--- config.mk ---
export PLATFORM = sky130hd
export DESIGN_NAME = slwq_ctrl
export DESIGN_NICKNAME = d
export VERILOG_FILES = /design/src/rtl/core/slwq_pkg.sv /design/src/rtl/core/slwq_ctrl.sv
export SDC_FILE = /design/constraint.sdc
export NUM_CORES = 1
export LEC_CHECK = 0
export ABC_AREA = 0
export BUFFER_PORTS_ARGS = -buffer_cell sky130_fd_sc_hd__clkbuf_2
export CAP_MARGIN = 20
export CORE_AREA = 4 4 41 43
export DETAILED_ROUTE_END_ITERATION = 8
export DIE_AREA = 0 0 45 47
export HOLD_SLACK_MARGIN = 0.05
export PLACE_DENSITY = 0.61
export SLEW_MARGIN = 20
export SYNTH_ARGS = -nofsm -noshare
export SYNTH_HDL_FRONTEND = slang
export SYNTH_SLANG_ARGS = --single-unit
--- constraint.sdc ---
create_clock -name clk -period 1.4 [get_ports clk]
set_input_delay 0.21 -clock clk [delete_from_list [all_inputs] [get_ports clk]]
set_output_delay 0.21 -clock clk [all_outputs]
set_load 0.02 [all_outputs]
--- src/rtl/core/slwq_pkg.sv ---
// Package: constants, codes and shared types of the line window query block.
`timescale 1ns / 1ps
package slwq_pkg;
  localparam int TABLE_DEPTH = 1024;
  localparam int MAX_MATCHES = 64;
  localparam int IW = $clog2(TABLE_DEPTH);
  localparam int CW = IW + 1;
  localparam int SW = $clog2(MAX_MATCHES);
  localparam int NW = SW + 1;
  localparam int EW = 18;
  localparam int ZW = 7;
  localparam int KW = 3;

  localparam logic [2:0] CMD_CLEAR = 3'd0;
  localparam logic [2:0] CMD_LOAD  = 3'd1;
  localparam logic [2:0] CMD_WIN   = 3'd2;
  localparam logic [2:0] CMD_CTR   = 3'd3;
  localparam logic [2:0] CMD_AUTO  = 3'd4;

  // auto half-width a/50 + 50, tested as 50*|E-a| < a + 2500
  localparam int AUTO_MUL = 50;
  localparam int AUTO_OFS = 2500;

  typedef struct packed {
    logic [EW-1:0] energy;
    logic [ZW-1:0] elem;
    logic [KW-1:0] kind;
  } line_t;

  typedef struct packed {
    logic take;
    logic i_inc;
    logic grab;
    logic s_clr;
    logic s_inc;
    logic keep;
    logic set_trunc;
    logic emit_item;
    logic emit_empty;
  } ctl_cmd_t;

  typedef struct packed {
    logic is_query;
    logic scan_done;
    logic hit;
    logic drop;
    logic cmp_last;
    logic n_zero;
    logic n_full;
    logic out_last;
  } ctl_stat_t;
endpackage

--- src/rtl/core/slwq_ctrl.sv ---
// Controller: state machine sequencing scan, merge check and result beats.
`timescale 1ns / 1ps
module slwq_ctrl
  import slwq_pkg::*;
(
  input  logic      clk,
  input  logic      rst_n,
  input  logic      in_valid,
  input  logic      out_ready,
  input  ctl_stat_t stat,
  output ctl_cmd_t  cmd,
  output logic      in_ready,
  output logic      out_valid
);
  localparam logic [2:0] S_IDLE  = 3'd0;
  localparam logic [2:0] S_FETCH = 3'd1;
  localparam logic [2:0] S_TEST  = 3'd2;
  localparam logic [2:0] S_CMP   = 3'd3;
  localparam logic [2:0] S_KEEP  = 3'd4;
  localparam logic [2:0] S_LOAD  = 3'd5;
  localparam logic [2:0] S_WAIT  = 3'd6;

  logic [2:0] state_r, state_nxt;

  assign in_ready  = (state_r == S_IDLE);
  assign out_valid = (state_r == S_WAIT);

  always_comb begin
    state_nxt = state_r;
    cmd       = '0;
    unique case (state_r)
      S_IDLE: begin
        if (in_valid) begin
          cmd.take  = 1'b1;
          state_nxt = stat.is_query ? S_FETCH : S_WAIT;
        end
      end
      S_FETCH: begin
        if (!stat.scan_done) begin
          state_nxt = S_TEST;
        end else if (stat.n_zero) begin
          cmd.emit_empty = 1'b1;
          state_nxt      = S_WAIT;
        end else begin
          cmd.s_clr = 1'b1;
          state_nxt = S_LOAD;
        end
      end
      S_TEST: begin
        if (!stat.hit) begin
          cmd.i_inc = 1'b1;
          state_nxt = S_FETCH;
        end else begin
          cmd.grab  = 1'b1;
          cmd.s_clr = 1'b1;
          state_nxt = stat.n_zero ? S_KEEP : S_CMP;
        end
      end
      S_CMP: begin
        if (stat.drop) begin
          cmd.i_inc = 1'b1;
          state_nxt = S_FETCH;
        end else if (stat.cmp_last) begin
          state_nxt = S_KEEP;
        end else begin
          cmd.s_inc = 1'b1;
        end
      end
      S_KEEP: begin
        if (stat.n_full) begin
          cmd.set_trunc = 1'b1;
          cmd.s_clr     = 1'b1;
          state_nxt     = S_LOAD;
        end else begin
          cmd.keep  = 1'b1;
          state_nxt = S_FETCH;
        end
      end
      S_LOAD: begin
        cmd.emit_item = 1'b1;
        state_nxt     = S_WAIT;
      end
      S_WAIT: begin
        if (out_ready) begin
          if (stat.out_last) begin
            state_nxt = S_IDLE;
          end else begin
            cmd.s_inc = 1'b1;
            state_nxt = S_LOAD;
          end
        end
      end
      default: state_nxt = S_IDLE;
    endcase
  end

  always_ff @(posedge clk) begin
    if (!rst_n) begin
      state_r <= S_IDLE;
    end else begin
      state_r <= state_nxt;
    end
  end
endmodule

==> results.toml <==
[global_route]
grtUsageTotal_pct = 20.28
use_met1_pct = 22.68
busiest_layer = "met2"
grt_use_met2_pct = 37.57
grt_pass1_vias = 711
grt_first_pass_wirelength_um = 3125
grt_max_degree = 9
antenna_found_initial = 0
met3_usage_pct = 4.215
grt_overflow_total = 0

[hold_path]
min_from = "rst_n"
min_path_type = "in -> reg"
worstHoldEndpoint = "state_r[2]$_SDFFE_PN0P_"
min_path_cells = 3

[clocking]
ctsHoldBuffers = 0
clk_pin_slew_worst_paths_ns = 0.04
cts_tree = "done"
clock_path_buffers = 2
cts_buffers = 3
clkSinkCount = 3
h-tree-depth = 1
clock_latency_ns = 0.24
clockRootBuffer = "clkbuf_4"

[routing]
drtIter0Drc = 22
wl_per_cell_um = 15.11
drc_errors = 0
post_drt_via_cell_ratio = 5.379
totalWireLength_um = 1995
ant_nets = 0
vias = 710
drt_first_pass_iters = 4

[power_and_ir_drop]
p_switching_mw = 0.6267
internal_power_mw = 0.8439
total_power_mw = 1.471
seqPwrFrac_pct = 11.6
swShare_pct = 42.61
power.density_mw_per_mm2 = 1447
vdd_drop_max_mv = 0.8020
combinationalPowerShare_pct = 77.9
clkPwrFrac_pct = 10.5
p_leak_nw = 0.4750

[final_layout]
regMostFlops = "state_r"
reg_top3 = "state_r x3"
syn_to_final_growth_pct = 138.1
fin_nets = 130
utilization_pct = 78.08
diodes = 0
final_area_sq_mm = 0.001016
stdcell_count = 132
largest_register_ffs = 3
drive_gt1_share_pct = 63.25

[critical_path]
crit_required_ns = 1.19
path_cells = "nand2b_4 > or3_4 > o41ai_4 > buf_4"
worstReg2RegStart = "state_r[2]$_SDFFE_PN0P_"
cp_slowest_stage_delay_ns = 0.40
endpoint_kind = "output port"
worstReg2RegEnd = "state_r[1]$_SDFFE_PN0P_"
worst-setup-path-type = "reg -> out"
rrSetupSlack_ns = -0.09
cp.arrival_ns = 1.36
crit_buf_inv = 1
crit_family = "simple AND/OR/NAND/NOR gates"
cp-start-kind = "register"
critPathMaxFanout = 3
cp_slowest_cell = "or3_4"
r2r_cells = 5

[sta]
finalCritPeriodShare_pct = 112.2
period_needed_ns = 1.571
setup_tns_ns = -0.7231
rsz0062_at_grt = "true"
fin_skew_ns = 0.001726
setup_slack_ns = -0.1715
hold_violations = 0
worstMarginPinSlew_ns = 0.2421
slew_headroom_pct = 83.79
finalSetupViolCount = 9
slew_viol_final = 0
clock.fmax_mhz = 636.3
whs_ns = 0.2682

[flow_run]
max_cap_viol_count = 0

[synth]
synth.most_common_cell = "nor2_1"
synth_seq_area_share_pct = 14.08
synth_edf_count = 0
async_flop_share_pct = 0
synthTopCellsByCount = "nor2_1, a21oi_1, nand2_1, nor3_1, o21ai_0"
synth_seq_cells = 3
synth.net_count = 78
synth_cell_types = 28
syn_inst = 66
syn_area_per_cell_sq_um = 6.465
synth_ff_type = "dfxtp_1"
synth_top_area_share_pct = 14.08
synthTopCellsByArea = "dfxtp_1, a21oi_1, nor2_1, nand2b_1, nor3_1"
synth_largest_area_cell = "dfxtp_1"
syn-cell-area_sq_um = 426.7
yosys_warnings = 0

[place]
placed_cell_area_sq_um = 678.2
post-place-cells = 116
dp_slack_ns = -0.09122
portBuffers = 22
gp_congestion = 0.9176
dpl.hpwl_um = 1246

[floorplanning]
fp.dieW_um = 45
initial_core_util_pct = 32.79
coreArea_sq_mm = 0.001301
fp.dieH_um = 47
io_pins = 23
die_area_sq_mm = 0.002115
num_rows = 13

[status]
violations = "setup timing"
status = "complete, but fails checks"
## power by group through the flow
stage               clock network, mW  logic (mW)  registers [mW]
finish                          0.154        1.15           0.171
global route                    0.169        1.23           0.174
CTS                             0.159       0.963           0.167
detailed placement                  0       0.710           0.159
global placement                    0       0.708           0.157
floorplan                           0       0.446           0.132
## cells by family after synthesis
kind of cell / Yosys count / synth area share [%]
buf+inv: 9 / 10.56
compound gates: 25 / 40.76
simple gates: 29 / 34.61
flops: 3 / 14.08
## placed cells by master, fill, tap and decap left out, types with 2 or more instances in the layout
master / n
buf_4: 23
clkbuf_2: 12
buf_6: 11
a21oi_1: 6
nor2_1: 5
inv_1: 4
nand2_1: 4
nor3_4: 4
o21ai_0: 4
buf_8: 4
clkbuf_4: 3
dfxtp_4: 3
nand2b_4: 2
nand2b_1: 2
a31oi_1: 2
nor2b_1: 2
o211ai_1: 2
or3_1: 2
## tightest hold or removal path, stage by stage
cell and delay (ns):
clkbuf_2 0.10, o21ai_0 0.09, a2111oi_2 0.05
## worst max path at each step
stage | from | end | cells past startpoint
after floorplan | state_r[2]$_SDFFE_PN0P_ | cmd[8] | 4
after global placement | state_r[0]$_SDFFE_PN0P_ | state_r[1]$_SDFFE_PN0P_ | 4
after detailed placement | state_r[2]$_SDFFE_PN0P_ | cmd[4] | 4
after CTS | state_r[2]$_SDFFE_PN0P_ | cmd[4] | 4
after global routing | state_r[2]$_SDFFE_PN0P_ | cmd[4] | 4
final | state_r[2]$_SDFFE_PN0P_ | cmd[4] | 4
## timing repair
action | CTS | global route
setup endpoints to repair | 12 | 11
resized for setup | 41 | 23
setup buffers | 6 | 6
pin swaps | 10 | 9
## per-layer routing
metal / part of all wire, % / vias up
li1: - / 352
met1: 39 / 324
met2: 54 / 30
met3: 5.6 / 4
met4: 1.3 / 0
met5: 0 / -
## area by class of cell
type | instances | area [sq um]
clock buffers | 4 | 26.28
inverters | 4 | 15.01
fillers | 91 | 285.3
multi-input cells | 54 | 449.2
repair buffers | 52 | 435.4
flip-flops and latches | 3 | 71.32
well taps | 15 | 18.77
Note: power is estimated with default switching activity, not from simulation.
